### config.mk
export PLATFORM = sky130hd
export DESIGN_NAME = two_wheel_arc_odometry_flat
export DESIGN_NICKNAME = d
export VERILOG_FILES = /design/src/rtl/twao_pkg.sv /design/src/rtl/twao_in_if.sv /design/src/rtl/twao_out_if.sv /design/src/rtl/twao_div.sv /design/src/rtl/twao_mul.sv /design/src/rtl/twao_cordic.sv /design/src/rtl/two_wheel_arc_odometry.sv /design/src/flat_wrapper.sv
export SDC_FILE = /design/constraint.sdc
export NUM_CORES = 2
export LEC_CHECK = 0
export BUFFER_PORTS_ARGS = -buffer_cell sky130_fd_sc_hd__buf_4
export CORE_ASPECT_RATIO = 2
export CORE_MARGIN = 5
export CORE_UTILIZATION = 60
export CTS_BUF_LIST = sky130_fd_sc_hd__clkbuf_8
export DETAILED_ROUTE_END_ITERATION = 8
export PLACE_DENSITY_LB_ADDON = 0.25
export SYNTH_ARGS = -nofsm -noshare
export SYNTH_HDL_FRONTEND = slang
export SYNTH_SLANG_ARGS = --single-unit
### constraint.sdc
create_clock -name clk -period 9.6 [get_ports clk]
set_clock_uncertainty 0.1 [all_clocks]
set_input_delay 0.96 -clock clk [delete_from_list [all_inputs] [get_ports clk]]
set_output_delay 0.96 -clock clk [all_outputs]
set_load 0.05 [all_outputs]
### src/rtl/twao_pkg.sv
// ----------------------------------------------------------------------------
// twao_pkg
// Shared widths, constants and the arctangent table for the arc odometry
// block.
// ----------------------------------------------------------------------------
package twao_pkg;

  localparam int CORDIC_STEPS = 24;
  localparam int FRAC_BITS    = 16;

  // field widths
  localparam int CFG_W  = 22;
  localparam int CIDX_W = 2;
  localparam int OFF_W  = 22;
  localparam int DIA_W  = 4;
  localparam int CD_W   = 32;
  localparam int HD_W   = 16;
  localparam int OR_W   = 17;
  localparam int POS_W  = 32;
  localparam int ANG_W  = 32;

  // internal widths
  localparam int DCD_W  = OR_W + 1;
  localparam int DD_W   = CD_W + DIA_W + 1;
  localparam int DIV_NW = 52;
  localparam int DIV_DW = 18;
  localparam int CS_W   = FRAC_BITS + 8;
  localparam int MUL_AW = 40;
  localparam int MUL_BW = (CS_W > 28) ? CS_W : 28;
  localparam int MUL_PW = MUL_AW + MUL_BW;
  localparam int TERM_W = 39;
  localparam int QS_W   = DIV_NW + 2;

  // arithmetic constants
  localparam longint GAIN_Q30   = 64'sd652032874;
  localparam longint GAIN_INIT  = (GAIN_Q30 + (64'sd1 <<< (29 - FRAC_BITS)))
                                  >>> (30 - FRAC_BITS);
  localparam longint PI_TRAVEL  = 64'sd95950490;
  localparam int     PI_SHIFT   = 24;
  localparam longint TERM_LIM   = (64'sd1 <<< 38) - 64'sd1;
  localparam longint HALF_CD    = 64'sd36000;
  localparam longint TURN_HALF  = 64'sd72000;
  localparam int     UNIT_SHIFT = 16;

  // register indexes
  localparam logic [CIDX_W-1:0] REG_FWD_OFF  = 2'd0;
  localparam logic [CIDX_W-1:0] REG_SIDE_OFF = 2'd1;
  localparam logic [CIDX_W-1:0] REG_DIA      = 2'd2;

  // operation codes
  localparam logic OP_UPDATE = 1'b0;
  localparam logic OP_SET    = 1'b1;

  function automatic logic [ANG_W-1:0] atan_at(input logic [4:0] i);
    logic [ANG_W-1:0] v;
    case (i)
      5'd0:  v = 32'd536870912;
      5'd1:  v = 32'd316933406;
      5'd2:  v = 32'd167458907;
      5'd3:  v = 32'd85004756;
      5'd4:  v = 32'd42667331;
      5'd5:  v = 32'd21354465;
      5'd6:  v = 32'd10679838;
      5'd7:  v = 32'd5340245;
      5'd8:  v = 32'd2670163;
      5'd9:  v = 32'd1335087;
      5'd10: v = 32'd667544;
      5'd11: v = 32'd333772;
      5'd12: v = 32'd166886;
      5'd13: v = 32'd83443;
      5'd14: v = 32'd41722;
      5'd15: v = 32'd20861;
      5'd16: v = 32'd10430;
      5'd17: v = 32'd5215;
      5'd18: v = 32'd2608;
      5'd19: v = 32'd1304;
      5'd20: v = 32'd652;
      5'd21: v = 32'd326;
      5'd22: v = 32'd163;
      5'd23: v = 32'd81;
      5'd24: v = 32'd41;
      5'd25: v = 32'd20;
      5'd26: v = 32'd10;
      5'd27: v = 32'd5;
      5'd28: v = 32'd3;
      5'd29: v = 32'd1;
      5'd30: v = 32'd1;
      default: v = 32'd0;
    endcase
    return v;
  endfunction

endpackage

### src/rtl/twao_in_if.sv
// ----------------------------------------------------------------------------
// twao_in_if
// Input channel: sensor update or set-pose word with valid/ready.
// ----------------------------------------------------------------------------
interface twao_in_if;
  logic                                valid;
  logic                                ready;
  logic                                operation;
  logic signed [twao_pkg::CD_W-1:0]    forward_count;
  logic signed [twao_pkg::CD_W-1:0]    sideways_count;
  logic        [twao_pkg::HD_W-1:0]    heading;
  logic signed [twao_pkg::POS_W-1:0]   set_x;
  logic signed [twao_pkg::POS_W-1:0]   set_y;

  modport source (
    output valid, operation, forward_count, sideways_count, heading, set_x, set_y,
    input  ready
  );
  modport sink (
    input  valid, operation, forward_count, sideways_count, heading, set_x, set_y,
    output ready
  );
endinterface

### src/rtl/twao_out_if.sv
// ----------------------------------------------------------------------------
// twao_out_if
// Result channel: pose word with valid/ready.
// ----------------------------------------------------------------------------
interface twao_out_if;
  logic                                valid;
  logic                                ready;
  logic signed [twao_pkg::POS_W-1:0]   x_pos;
  logic signed [twao_pkg::POS_W-1:0]   y_pos;
  logic        [twao_pkg::OR_W-1:0]    orientation;

  modport source (
    output valid, x_pos, y_pos, orientation,
    input  ready
  );
  modport sink (
    input  valid, x_pos, y_pos, orientation,
    output ready
  );
endinterface

### src/rtl/twao_div.sv
// ----------------------------------------------------------------------------
// twao_div
// Bit-serial restoring divider, one quotient bit per cycle, unsigned.
// ----------------------------------------------------------------------------
module twao_div (
  input  logic                          clk,
  input  logic                          rst_n,
  input  logic                          start,
  input  logic [twao_pkg::DIV_NW-1:0]   dividend,
  input  logic [twao_pkg::DIV_DW-1:0]   divisor,
  output logic                          done,
  output logic [twao_pkg::DIV_NW-1:0]   quot
);
  import twao_pkg::*;

  localparam int CNT_W = $clog2(DIV_NW);

  logic [DIV_NW-1:0] dq_r;
  logic [DIV_DW-1:0] rem_r;
  logic [DIV_DW-1:0] dsr_r;
  logic [CNT_W-1:0]  cnt_r;
  logic              busy_r;
  logic              done_r;
  logic [DIV_DW:0]   trial;
  logic [DIV_DW:0]   diff;
  logic              ge;

  assign trial = {rem_r, dq_r[DIV_NW-1]};
  assign ge    = trial >= {1'b0, dsr_r};
  assign diff  = trial - {1'b0, dsr_r};

  always_ff @(posedge clk) begin
    if (!rst_n) begin
      busy_r <= 1'b0;
      done_r <= 1'b0;
    end else begin
      done_r <= 1'b0;
      if (start) begin
        busy_r <= 1'b1;
        cnt_r  <= '0;
        dq_r   <= dividend;
        rem_r  <= '0;
        dsr_r  <= divisor;
      end else if (busy_r) begin
        // quotient bits shift in behind the dividend bits
        dq_r  <= {dq_r[DIV_NW-2:0], ge};
        rem_r <= ge ? diff[DIV_DW-1:0] : trial[DIV_DW-1:0];
        cnt_r <= cnt_r + 1'b1;
        if (cnt_r == CNT_W'(DIV_NW - 1)) begin
          busy_r <= 1'b0;
          done_r <= 1'b1;
        end
      end
    end
  end

  assign done = done_r;
  assign quot = dq_r;

endmodule

### src/rtl/twao_mul.sv
// ----------------------------------------------------------------------------
// twao_mul
// Bit-serial signed shift-add multiplier, one multiplier bit per cycle.
// ----------------------------------------------------------------------------
module twao_mul (
  input  logic                                 clk,
  input  logic                                 rst_n,
  input  logic                                 start,
  input  logic signed [twao_pkg::MUL_AW-1:0]   a,
  input  logic signed [twao_pkg::MUL_BW-1:0]   b,
  output logic                                 done,
  output logic signed [twao_pkg::MUL_PW-1:0]   prod
);
  import twao_pkg::*;

  localparam int CNT_W = $clog2(MUL_BW);

  logic signed [MUL_PW-1:0] mc_r;
  logic signed [MUL_PW-1:0] acc_r;
  logic        [MUL_BW-1:0] mp_r;
  logic        [CNT_W-1:0]  cnt_r;
  logic                     busy_r;
  logic                     done_r;

  always_ff @(posedge clk) begin
    if (!rst_n) begin
      busy_r <= 1'b0;
      done_r <= 1'b0;
    end else begin
      done_r <= 1'b0;
      if (start) begin
        busy_r <= 1'b1;
        cnt_r  <= '0;
        acc_r  <= '0;
        // fold the sign of b into the multiplicand, walk |b|
        mc_r   <= b[MUL_BW-1] ? -MUL_PW'(a) : MUL_PW'(a);
        mp_r   <= b[MUL_BW-1] ? MUL_BW'(-b) : MUL_BW'(b);
      end else if (busy_r) begin
        if (mp_r[0]) begin
          acc_r <= acc_r + mc_r;
        end
        mc_r  <= mc_r <<< 1;
        mp_r  <= mp_r >> 1;
        cnt_r <= cnt_r + 1'b1;
        if (cnt_r == CNT_W'(MUL_BW - 1)) begin
          busy_r <= 1'b0;
          done_r <= 1'b1;
        end
      end
    end
  end

  assign done = done_r;
  assign prod = acc_r;

endmodule

### src/rtl/twao_cordic.sv
// ----------------------------------------------------------------------------
// twao_cordic
// Iterative rotation-mode CORDIC, one micro-rotation per cycle, giving sine
// and cosine of a binary angle with the gain folded into the start vector.
// ----------------------------------------------------------------------------
module twao_cordic (
  input  logic                               clk,
  input  logic                               rst_n,
  input  logic                               start,
  input  logic [twao_pkg::ANG_W-1:0]         angle,
  output logic                               done,
  output logic signed [twao_pkg::CS_W-1:0]   cos_val,
  output logic signed [twao_pkg::CS_W-1:0]   sin_val
);
  import twao_pkg::*;

  localparam int CNT_W = $clog2(CORDIC_STEPS);
  localparam int Z_W   = ANG_W + 2;

  logic signed [CS_W-1:0] x_r;
  logic signed [CS_W-1:0] y_r;
  logic signed [Z_W-1:0]  z_r;
  logic        [1:0]      q_r;
  logic        [CNT_W-1:0] cnt_r;
  logic                   busy_r;
  logic                   done_r;
  logic [ANG_W-1:0]       qa;
  logic [ANG_W-1:0]       zs;
  logic signed [CS_W-1:0] dx;
  logic signed [CS_W-1:0] dy;
  logic signed [Z_W-1:0]  at;

  // nearest quarter turn, residue in about +-45 degrees
  assign qa = angle + (ANG_W'(1) << (ANG_W - 3));
  assign zs = angle - {qa[ANG_W-1 -: 2], {(ANG_W - 2){1'b0}}};
  assign dx = y_r >>> cnt_r;
  assign dy = x_r >>> cnt_r;
  assign at = $signed({2'b00, atan_at(5'(cnt_r))});

  always_ff @(posedge clk) begin
    if (!rst_n) begin
      busy_r <= 1'b0;
      done_r <= 1'b0;
    end else begin
      done_r <= 1'b0;
      if (start) begin
        busy_r <= 1'b1;
        cnt_r  <= '0;
        q_r    <= qa[ANG_W-1 -: 2];
        z_r    <= Z_W'($signed(zs));
        x_r    <= CS_W'(GAIN_INIT);
        y_r    <= '0;
      end else if (busy_r) begin
        if (!z_r[Z_W-1]) begin
          x_r <= x_r - dx;
          y_r <= y_r + dy;
          z_r <= z_r - at;
        end else begin
          x_r <= x_r + dx;
          y_r <= y_r - dy;
          z_r <= z_r + at;
        end
        cnt_r <= cnt_r + 1'b1;
        if (cnt_r == CNT_W'(CORDIC_STEPS - 1)) begin
          busy_r <= 1'b0;
          done_r <= 1'b1;
        end
      end
    end
  end

  always_comb begin
    case (q_r)
      2'd0: begin
        cos_val = x_r;
        sin_val = y_r;
      end
      2'd1: begin
        cos_val = -y_r;
        sin_val = x_r;
      end
      2'd2: begin
        cos_val = -x_r;
        sin_val = -y_r;
      end
      default: begin
        cos_val = y_r;
        sin_val = -x_r;
      end
    endcase
  end

  assign done = done_r;

endmodule

### src/rtl/two_wheel_arc_odometry.sv
// ----------------------------------------------------------------------------
// two_wheel_arc_odometry
// Arc-method pose tracker from two tracking wheels and a heading sensor,
// sequenced over a shared bit-serial divider, multiplier and CORDIC.
//
//   port      dir   handshake         word
//   in_ch     in    valid/ready       operation, counts, heading, set_x/y
//   out_ch    out   valid/ready       x_pos, y_pos, orientation
//   cfg_*     in    cfg_we only       register index and data
//
// A set-pose word goes straight to the result stage; an update runs the
// 52-step divider (two passes when the heading is unchanged, four otherwise),
// the 28-step multiplier and the 24-step CORDIC.
// One word is in work at a time; in_ch.ready is high only when idle.
// A finished pose waits in the output register if out_ch stalls, and the
// next word may be taken meanwhile. Reset is synchronous, no clearing pass.
// ----------------------------------------------------------------------------
module two_wheel_arc_odometry (
  input  logic                          clk,
  input  logic                          rst_n,
  input  logic                          cfg_we,
  input  logic [twao_pkg::CIDX_W-1:0]   cfg_index,
  input  logic [twao_pkg::CFG_W-1:0]    cfg_data,
  twao_in_if.sink                       in_ch,
  twao_out_if.source                    out_ch
);
  import twao_pkg::*;

  typedef enum logic [10:0] {
    ST_IDLE = 11'b000_0000_0001,
    ST_ANG1 = 11'b000_0000_0010,
    ST_COR1 = 11'b000_0000_0100,
    ST_DIVS = 11'b000_0000_1000,
    ST_MULS = 11'b000_0001_0000,
    ST_DIVF = 11'b000_0010_0000,
    ST_MULF = 11'b000_0100_0000,
    ST_ANG2 = 11'b000_1000_0000,
    ST_COR2 = 11'b001_0000_0000,
    ST_ROT  = 11'b010_0000_0000,
    ST_FIN  = 11'b100_0000_0000
  } state_t;

  localparam logic signed [MUL_PW-1:0] HALF_F = MUL_PW'(1) <<< (FRAC_BITS - 1);
  localparam logic signed [MUL_PW-1:0] HALF_P = MUL_PW'(1) <<< (PI_SHIFT - 1);
  localparam logic signed [MUL_PW-1:0] S32_MAX = MUL_PW'(64'sd2147483647);
  localparam logic signed [MUL_PW-1:0] S32_MIN = -S32_MAX - MUL_PW'(1);
  localparam logic signed [QS_W-1:0]   T_MAX = QS_W'(TERM_LIM);

  function automatic logic signed [POS_W-1:0] sat32(input logic signed [MUL_PW-1:0] v);
    logic signed [MUL_PW-1:0] c;
    c = (v > S32_MAX) ? S32_MAX : ((v < S32_MIN) ? S32_MIN : v);
    return c[POS_W-1:0];
  endfunction

  function automatic logic signed [MUL_PW-1:0] rnd_f(input logic signed [MUL_PW-1:0] v);
    return (v + HALF_F) >>> FRAC_BITS;
  endfunction

  // config and tracked state
  logic signed [OFF_W-1:0] fto_r, sto_r;
  logic [DIA_W-1:0]        dia_r;
  logic [POS_W-1:0]        pose_x_r, pose_y_r;
  logic signed [CD_W-1:0]  last_f_r, last_s_r;
  logic [OR_W-1:0]         last_or_r;
  logic [HD_W-1:0]         hoff_r;

  // control
  state_t      state_r, state_nxt;
  logic        go_r, go_nxt;
  logic [1:0]  rot_r;
  logic        out_valid_r, out_valid_nxt;

  // work registers
  logic [OR_W-1:0]          orient_r;
  logic signed [DCD_W-1:0]  dcd_r;
  logic signed [DD_W-1:0]   dds_r, ddf_r;
  logic [ANG_W-1:0]         ang_r;
  logic signed [CS_W-1:0]   hs_r, mc_r, ms_r;
  logic signed [TERM_W-1:0] term_r;
  logic signed [POS_W-1:0]  lx_r, ly_r;
  logic signed [MUL_PW-1:0] acc_r;
  logic [POS_W-1:0]         out_x_r, out_y_r;
  logic [OR_W-1:0]          out_or_r;

  // unit hookup
  logic                     div_start, div_done;
  logic [DIV_NW-1:0]        div_nd, div_q;
  logic [DIV_DW-1:0]        div_dd;
  logic                     mul_start, mul_done;
  logic signed [MUL_AW-1:0] mul_a;
  logic signed [MUL_BW-1:0] mul_b;
  logic signed [MUL_PW-1:0] mul_p;
  logic                     cor_start, cor_done;
  logic signed [CS_W-1:0]   cor_c, cor_s;
  logic                     unit_done;

  logic                     in_acc;
  logic                     out_free;
  logic                     dcd_zero;
  logic [OR_W-1:0]          orient_in;
  logic signed [CD_W-1:0]   df_in, ds_in;
  logic [DCD_W-1:0]         dcd_mag, sum_mag, ang_mag;
  logic [DD_W-1:0]          dd_mag;
  logic signed [DD_W-1:0]   dd_sel;
  logic                     qneg;
  logic signed [QS_W-1:0]   qs, tsum;
  logic signed [MUL_PW-1:0] chord_v;

  assign in_ch.ready = (state_r == ST_IDLE);
  assign in_acc      = in_ch.valid && in_ch.ready;
  assign out_free    = !out_valid_r || out_ch.ready;
  assign dcd_zero    = (dcd_r == '0);

  assign orient_in = {1'b0, in_ch.heading} + {1'b0, hoff_r};
  assign df_in     = in_ch.forward_count - last_f_r;
  assign ds_in     = in_ch.sideways_count - last_s_r;

  // divider operands
  assign dcd_mag = dcd_r[DCD_W-1] ? DCD_W'(-dcd_r) : DCD_W'(dcd_r);
  assign sum_mag = {1'b0, orient_r} + {1'b0, last_or_r};
  assign ang_mag = (state_r == ST_ANG2) ? sum_mag : dcd_mag;
  assign dd_sel  = (state_r == ST_DIVF || state_r == ST_MULF) ? ddf_r : dds_r;
  assign dd_mag  = dd_sel[DD_W-1] ? DD_W'(-dd_sel) : DD_W'(dd_sel);

  always_comb begin
    if (state_r == ST_DIVS || state_r == ST_DIVF) begin
      div_nd = DIV_NW'(dd_mag) << UNIT_SHIFT;
      div_dd = DIV_DW'(dcd_mag);
    end else begin
      // half of the angle in centidegrees to a binary angle, rounded
      div_nd = (DIV_NW'(ang_mag) << ANG_W) + DIV_NW'(HALF_CD);
      div_dd = DIV_DW'(TURN_HALF);
    end
  end

  // signed quotient plus twice the tracker offset, clamped
  assign qneg = dd_sel[DD_W-1] ^ dcd_r[DCD_W-1];
  assign qs   = qneg ? -$signed({2'b00, div_q}) : $signed({2'b00, div_q});
  assign tsum = qs + (QS_W'((state_r == ST_DIVF) ? fto_r : sto_r) <<< 1);

  // multiplier operands
  always_comb begin
    if (state_r == ST_ROT) begin
      mul_a = MUL_AW'(rot_r[0] ? ly_r : lx_r);
      mul_b = MUL_BW'((rot_r[0] ^ rot_r[1]) ? ms_r : mc_r);
    end else if (dcd_zero) begin
      mul_a = MUL_AW'(dd_sel);
      mul_b = MUL_BW'(PI_TRAVEL);
    end else begin
      mul_a = MUL_AW'(term_r);
      mul_b = MUL_BW'(hs_r);
    end
  end

  assign chord_v = dcd_zero ? ((mul_p + HALF_P) >>> PI_SHIFT) : rnd_f(mul_p);

  assign div_start = (state_r == ST_ANG1 || state_r == ST_ANG2 ||
                      state_r == ST_DIVS || state_r == ST_DIVF) && !go_r;
  assign mul_start = (state_r == ST_MULS || state_r == ST_MULF ||
                      state_r == ST_ROT) && !go_r;
  assign cor_start = (state_r == ST_COR1 || state_r == ST_COR2) && !go_r;
  assign unit_done = div_done || mul_done || cor_done;

  twao_div u_div (
    .clk      (clk),
    .rst_n    (rst_n),
    .start    (div_start),
    .dividend (div_nd),
    .divisor  (div_dd),
    .done     (div_done),
    .quot     (div_q)
  );

  twao_mul u_mul (
    .clk   (clk),
    .rst_n (rst_n),
    .start (mul_start),
    .a     (mul_a),
    .b     (mul_b),
    .done  (mul_done),
    .prod  (mul_p)
  );

  twao_cordic u_cordic (
    .clk     (clk),
    .rst_n   (rst_n),
    .start   (cor_start),
    .angle   (ang_r),
    .done    (cor_done),
    .cos_val (cor_c),
    .sin_val (cor_s)
  );

  always_comb begin
    state_nxt = state_r;
    go_nxt    = go_r;
    if (div_start || mul_start || cor_start) begin
      go_nxt = 1'b1;
    end else if (unit_done) begin
      go_nxt = 1'b0;
    end
    case (state_r)
      ST_IDLE: begin
        if (in_acc) begin
          state_nxt = (in_ch.operation == OP_SET) ? ST_FIN : ST_ANG1;
        end
      end
      ST_ANG1: if (div_done) state_nxt = ST_COR1;
      ST_COR1: if (cor_done) state_nxt = dcd_zero ? ST_MULS : ST_DIVS;
      ST_DIVS: if (div_done) state_nxt = ST_MULS;
      ST_MULS: if (mul_done) state_nxt = dcd_zero ? ST_MULF : ST_DIVF;
      ST_DIVF: if (div_done) state_nxt = ST_MULF;
      ST_MULF: if (mul_done) state_nxt = ST_ANG2;
      ST_ANG2: if (div_done) state_nxt = ST_COR2;
      ST_COR2: if (cor_done) state_nxt = ST_ROT;
      ST_ROT:  if (mul_done && rot_r == 2'd3) state_nxt = ST_FIN;
      ST_FIN:  if (out_free) state_nxt = ST_IDLE;
      default: state_nxt = ST_IDLE;
    endcase
  end

  always_comb begin
    out_valid_nxt = out_valid_r;
    if (state_r == ST_FIN && out_free) begin
      out_valid_nxt = 1'b1;
    end else if (out_ch.ready) begin
      out_valid_nxt = 1'b0;
    end
  end

  always_ff @(posedge clk) begin
    if (!rst_n) begin
      state_r     <= ST_IDLE;
      go_r        <= 1'b0;
      rot_r       <= '0;
      out_valid_r <= 1'b0;
      fto_r       <= '0;
      sto_r       <= '0;
      dia_r       <= DIA_W'(2);
      pose_x_r    <= '0;
      pose_y_r    <= '0;
      last_f_r    <= '0;
      last_s_r    <= '0;
      last_or_r   <= '0;
      hoff_r      <= '0;
    end else begin
      state_r     <= state_nxt;
      go_r        <= go_nxt;
      out_valid_r <= out_valid_nxt;
      if (cfg_we) begin
        case (cfg_index)
          REG_FWD_OFF:  fto_r <= $signed(cfg_data[OFF_W-1:0]);
          REG_SIDE_OFF: sto_r <= $signed(cfg_data[OFF_W-1:0]);
          REG_DIA:      dia_r <= cfg_data[DIA_W-1:0];
          default: ;
        endcase
      end
      if (state_r == ST_IDLE) begin
        rot_r <= '0;
      end
      if (in_acc) begin
        last_f_r <= in_ch.forward_count;
        last_s_r <= in_ch.sideways_count;
        if (in_ch.operation == OP_SET) begin
          pose_x_r  <= in_ch.set_x;
          pose_y_r  <= in_ch.set_y;
          last_or_r <= {1'b0, in_ch.heading};
          hoff_r    <= in_ch.heading;
        end
      end
      if (state_r == ST_ROT && mul_done) begin
        rot_r <= rot_r + 2'd1;
        if (rot_r == 2'd1) begin
          pose_x_r <= pose_x_r + POS_W'(rnd_f(acc_r - mul_p));
        end
        if (rot_r == 2'd3) begin
          pose_y_r  <= pose_y_r + POS_W'(rnd_f(acc_r + mul_p));
          last_or_r <= orient_r;
        end
      end
    end
  end

  // datapath without reset
  always_ff @(posedge clk) begin
    if (in_acc) begin
      orient_r <= orient_in;
      dcd_r    <= $signed({1'b0, orient_in}) - $signed({1'b0, last_or_r});
      dds_r    <= $signed({1'b0, dia_r}) * ds_in;
      ddf_r    <= $signed({1'b0, dia_r}) * df_in;
    end
    if (div_done) begin
      if (state_r == ST_ANG1) begin
        ang_r <= dcd_r[DCD_W-1] ? (ANG_W'(0) - div_q[ANG_W-1:0]) : div_q[ANG_W-1:0];
      end else if (state_r == ST_ANG2) begin
        ang_r <= ANG_W'(0) - div_q[ANG_W-1:0];
      end else begin
        term_r <= (tsum > T_MAX) ? TERM_W'(T_MAX) :
                  ((tsum < -T_MAX) ? TERM_W'(-T_MAX) : TERM_W'(tsum));
      end
    end
    if (cor_done) begin
      if (state_r == ST_COR1) begin
        hs_r <= cor_s;
      end else begin
        mc_r <= cor_c;
        ms_r <= cor_s;
      end
    end
    if (mul_done) begin
      if (state_r == ST_MULS) begin
        lx_r <= sat32(chord_v);
      end
      if (state_r == ST_MULF) begin
        ly_r <= sat32(chord_v);
      end
      if (state_r == ST_ROT) begin
        acc_r <= mul_p;
      end
    end
    if (state_r == ST_FIN && out_free) begin
      out_x_r  <= pose_x_r;
      out_y_r  <= pose_y_r;
      out_or_r <= last_or_r;
    end
  end

  assign out_ch.valid       = out_valid_r;
  assign out_ch.x_pos       = out_x_r;
  assign out_ch.y_pos       = out_y_r;
  assign out_ch.orientation = out_or_r;

  // a set-pose word goes straight to the result stage
  a_set_fast: assert property (@(posedge clk) disable iff (!rst_n)
    (in_acc && in_ch.operation == OP_SET) |=> state_r == ST_FIN)
    else $error("set-pose word did not go to result stage");

  // a unit is only in flight while a word is in work
  a_go_busy: assert property (@(posedge clk) disable iff (!rst_n)
    go_r |-> state_r != ST_IDLE && state_r != ST_FIN)
    else $error("unit running outside of a word");

  // leaving the result stage always presents a word
  a_fin_out: assert property (@(posedge clk) disable iff (!rst_n)
    (state_r == ST_FIN && out_free) |=> out_valid_r && state_r == ST_IDLE)
    else $error("result not presented");

  // a held result is dropped only when taken
  a_out_hold: assert property (@(posedge clk) disable iff (!rst_n)
    $fell(out_valid_r) |-> $past(out_ch.ready))
    else $error("result dropped without being taken");

endmodule

### src/flat_wrapper.sv
// flat-port wrapper written by rule: the top's interface ports become plain ports
module two_wheel_arc_odometry_flat import twao_pkg::*;
  (clk, rst_n, cfg_we, cfg_index, cfg_data, in_ch_valid, in_ch_operation, in_ch_forward_count, in_ch_sideways_count, in_ch_heading, in_ch_set_x, in_ch_set_y, in_ch_ready, out_ch_valid, out_ch_x_pos, out_ch_y_pos, out_ch_orientation, out_ch_ready);
  twao_in_if in_ch_i ();
  twao_out_if out_ch_i ();
  input  logic clk;
  input  logic rst_n;
  input  logic cfg_we;
  input  logic [twao_pkg::CIDX_W-1:0] cfg_index;
  input  logic [twao_pkg::CFG_W-1:0] cfg_data;
  input wire logic [$bits(in_ch_i.valid)-1:0] in_ch_valid;
  input wire logic [$bits(in_ch_i.operation)-1:0] in_ch_operation;
  input wire logic [$bits(in_ch_i.forward_count)-1:0] in_ch_forward_count;
  input wire logic [$bits(in_ch_i.sideways_count)-1:0] in_ch_sideways_count;
  input wire logic [$bits(in_ch_i.heading)-1:0] in_ch_heading;
  input wire logic [$bits(in_ch_i.set_x)-1:0] in_ch_set_x;
  input wire logic [$bits(in_ch_i.set_y)-1:0] in_ch_set_y;
  output wire logic [$bits(in_ch_i.ready)-1:0] in_ch_ready;
  output wire logic [$bits(out_ch_i.valid)-1:0] out_ch_valid;
  output wire logic [$bits(out_ch_i.x_pos)-1:0] out_ch_x_pos;
  output wire logic [$bits(out_ch_i.y_pos)-1:0] out_ch_y_pos;
  output wire logic [$bits(out_ch_i.orientation)-1:0] out_ch_orientation;
  input wire logic [$bits(out_ch_i.ready)-1:0] out_ch_ready;
  assign in_ch_i.valid = in_ch_valid;
  assign in_ch_i.operation = in_ch_operation;
  assign in_ch_i.forward_count = in_ch_forward_count;
  assign in_ch_i.sideways_count = in_ch_sideways_count;
  assign in_ch_i.heading = in_ch_heading;
  assign in_ch_i.set_x = in_ch_set_x;
  assign in_ch_i.set_y = in_ch_set_y;
  assign in_ch_ready = in_ch_i.ready;
  assign out_ch_valid = out_ch_i.valid;
  assign out_ch_x_pos = out_ch_i.x_pos;
  assign out_ch_y_pos = out_ch_i.y_pos;
  assign out_ch_orientation = out_ch_i.orientation;
  assign out_ch_i.ready = out_ch_ready;
  two_wheel_arc_odometry u_core (.clk(clk), .rst_n(rst_n), .cfg_we(cfg_we), .cfg_index(cfg_index), .cfg_data(cfg_data), .in_ch(in_ch_i), .out_ch(out_ch_i));
endmodule
==> results by group <==
Logic synthesis
  – Avg Cell Area, Syn: 8.756 um^2
  – Instance count of the mapped netlist: 9,912
  – Commonest register cell after synthesis: sky130_fd_sc_hd__edfxtp_1
  – Distinct cell type count of the synthesized netlist: 108
  – Yosys Warn Count: 0
  – EDFF count, synth: 797
  – Proportion of synthesized flip-flops having asynchronous set or reset: 0%
  – Flip-flop and latch count after synthesis: 1,057
  – Post-synth net total: 10,971
  – Cell area after technology mapping: 86,790 um^2
  – Seq/Total Area, Yosys: 33.57%

Timing
  – Setup tns final: 0 ns
  – Final worst hold slack: 0.2115 ns
  – Worst-Margin Slew: 1.238 ns
  – Number of setup violations in the final report: 0
  – Rel. slew slack: 17.31%
  – Fmax: 119.1 MHz
  – Final min period: 8.394 ns
  – Number of max-slew violations in the final report: 0
  – Period utilisation layout: 87.43%
  – Final hold vios: 0
  – Unrepaired setup endpoints after global routing: no

Final layout
  – Post-layout utilization of the core: 65.27%
  – FF+latch area: 29,140 um^2
  – Most common library cell in the layout ignoring fill and taps: sky130_fd_sc_hd__nand2_1
  – Area occupied by multi-input gates: 53,580 um^2
  – Highest-count cells in the layout ignoring fill and taps: sky130_fd_sc_hd__nand2_1, sky130_fd_sc_hd__nor2_1, sky130_fd_sc_hd__edfxtp_1, sky130_fd_sc_hd__a21oi_1, sky130_fd_sc_hd__ha_1
  – Fraction of layout cells with a size suffix above 1: 8.162%
  – Count of filler cells inserted in the layout: 12,208
  – Final net count: 11,073
  – Post-synthesis to final-layout area growth: 8.258%

Global routing
  – Maximum number of pins on one net before global-route repair: 96
  – Number of global-route vias before repair: 76,453
  – First-pass GRT wire length: 426,100 um
  – Final global-route overflow total: 0
  – Antenna violations before repair: 12
  – Total Routing Usage GR: 35.35%

Setup path
  – Slowest-stage cell, CP: sky130_fd_sc_hd__a211oi_2
  – Worst Path Class, Setup: reg -> reg
  – Top fanout value on the critical path: 33
  – Peak per-stage delay on the critical path: 1.09 ns
  – Buffering stage count on the worst path with inverters included: 3
  – Startpoint type of the worst setup path: register
  – Ordered list of cells on the worst path: nor2_1, nand4b_1, buf_4, nor2_1, mux2i_2, xnor2_4, o21ai_0, xnor2_1, ha_1, and2_1, nand3_1, nor2_1, nand4_1, a211oi_2, o21ai_0, a211oi_1, or4bb_1, nor4_4, buf_4, a21oi_2, a211oi_1, buf_4
  – Endpoint kind of the worst setup timing path: register
  – Required time of the critical path: 10.22 ns
  – CP top delay family: simple AND/OR/NAND/NOR gates
  – Worst path arrival time: 9.01 ns

Min path
  – Path class of the lowest-slack min-delay path: in -> reg

CTS
  – Number of buffers added by the clock tree synthesis step: 169
  – Hold_buf cts: 0
  – Latest clock arrival within the worst-skew pair: 0.91 ns
  – Clk Tree Root Cell: sky130_fd_sc_hd__clkbuf_8
  – CTS H-tree depth: 4
  – PostCTS Resize Cnt: 0
  – Sink Count: 1,057
  – CTS tree: yes
  – Number of buffers on the longest clock path: 4
  – Number of setup buffers added after CTS: 0
  – Clock slew seen by the registers of the worst setup and hold paths: 0.07 ns

Placement
  – Count of buffers from port buffering: 256
  – Post-DP HPWL: 220,100 um
  – RePlAce Congestion: 1.047

Die
  – Width of the die: 278.9 um
  – # IOs: 257
  – Initial core utilization: 60.29%
  – Core box area: 143,900 um^2
  – Die height: 547.9 um
  – Rows: 197
  – Die footprint: 152,800 um^2

Job
  – Max capacitance violation total: 0

Routing
  – Number of iterations in the first detailed-routing pass: 7
  – Via count: 75,714
  – Initial detailed-routing violation count: 5,057
  – Number of nets with antenna violations after detailed routing: 0
  – Post-route DRC: 0
  – Final WL: 281,300 um
  – Post-detailed-route wirelength per cell: 23.36 um
  – Post-DR vias/cell: 6.287

Pwr
  – Power density of the placed cells: 184.9 nW/um^2
  – Pleak: 39.06 nW
  – VDD IR max: 0.1399 mV

Outcome
  – Run status: complete, no violations
## cell type report
class	count	share of cell area [%]
Multi-Input combinational cell	7747	57.03
Clock inverter	113	0.9641
Timing Repair Buffer	383	3.073
Sequential cell	1057	31.02
Antenna cell	8	0.02131
Tap cell	1890	2.517
Clock buffer	188	2.754
Inverter	656	2.630
## routing by layer
metal	part of all wire (%)	GRT usage (%)	vias up
met3	5.4	4.991	1110
li1	-	-	35454
met1	32	33.52	36275
met2	52	65.83	2869
met5	0.012	0	-
met4	11	30.45	6
## stage by stage
stage	power [mW]	setup WS, ns	area (um^2)	cells
3_5_place_dp	13.15	1.034	90450	11733
3_3_place_gp	13.01	1.076	90430	11732
5_1_grt	18.28	1.032	93940	12035
6_report	17.37	1.206	93960	12042
2_1_floorplan	10.83	2.019	86790	9912
4_1_cts	17.32	1.544	93940	12034
## cells by family (layout without fill, tap and decap cells)
group | count (synthesis) | after routing | synth area share, %
simple gates | 3429 | 3429 | 18.67
compound gates | 2383 | 2383 | 17.16
buf+inv | 1108 | 1340 | 4.910
flops | 1057 | 1057 | 33.57
fa+ha+maj | 885 | 885 | 14.00
xor+xnor | 846 | 846 | 8.553
mux | 203 | 203 | 3.133
other cells | 1 | 9 | 0.004321
## sequential cells by signal, summed over array words and instances (netlist names), 34 cells and up
register             count
u_core.u_mul.prod       68
u_core.acc_r            48
u_core.ddf_r            37
u_core.u_cordic.z_r     34
u_core.u_div.quot       52
u_core.u_mul.mc_r       68
u_core.dds_r            37
u_core.term_r           39
## worst paths after layout
path | from | endpoint | slack (ns) | cells after the start
max | u_core.state_r[7] | u_core.term_r[12] | 1.21 | 22
min | in_ch_forward_count[24] | u_core.last_f_r[24] | 0.21 | 3
max reg2reg | u_core.state_r[7] | u_core.term_r[12] | 1.21 | 22
min reg2reg | u_core.last_f_r[9] | u_core.last_f_r[9] | 0.35 | 2
## synthesized netlist by cell type (all sizes together) (37+ instances only)
master	instances	share of area, %
nor4	77	0.68
xor2	328	3.3
buf	75	0.44
a21o	209	1.8
o21ai	556	3.2
nand2	1197	5.2
fa	143	3.3
mux4	53	1.4
a311oi	69	0.70
o211ai	77	0.67
or2	37	0.27
nand2b	92	0.66
or3	71	0.51
o31ai	45	0.39
a211oi	97	0.86
o21bai	75	0.65
nor2	859	3.7
a31oi	125	0.91
nor2b	92	0.66
dfxtp	260	6.0
a21oi	761	4.4
xnor2	517	5.2
clkbuf	377	1.6
and3	80	0.58
mux2i	131	1.5
ha	742	11
and2	277	2.0
nor3	183	1.1
o21a	102	0.88
nand4	83	0.61
nand3	243	1.4
inv	654	2.8
edfxtp	797	28
## where the power goes
part | internal (mW) | leakage (nW) | switching, mW
registers | 5.51 | 9.36 | 0.326
clock network | 2.19 | 1.91 | 1.97
logic | 2.57 | 27.8 | 4.81
## tightest hold or removal path: stages
cell and delay (ns):
sky130_fd_sc_hd__buf_4 0.11, sky130_fd_sc_hd__nand2_1 0.05, sky130_fd_sc_hd__a21oi_1 0.05
No activity file was read; power rests on OpenSTA's default activity.
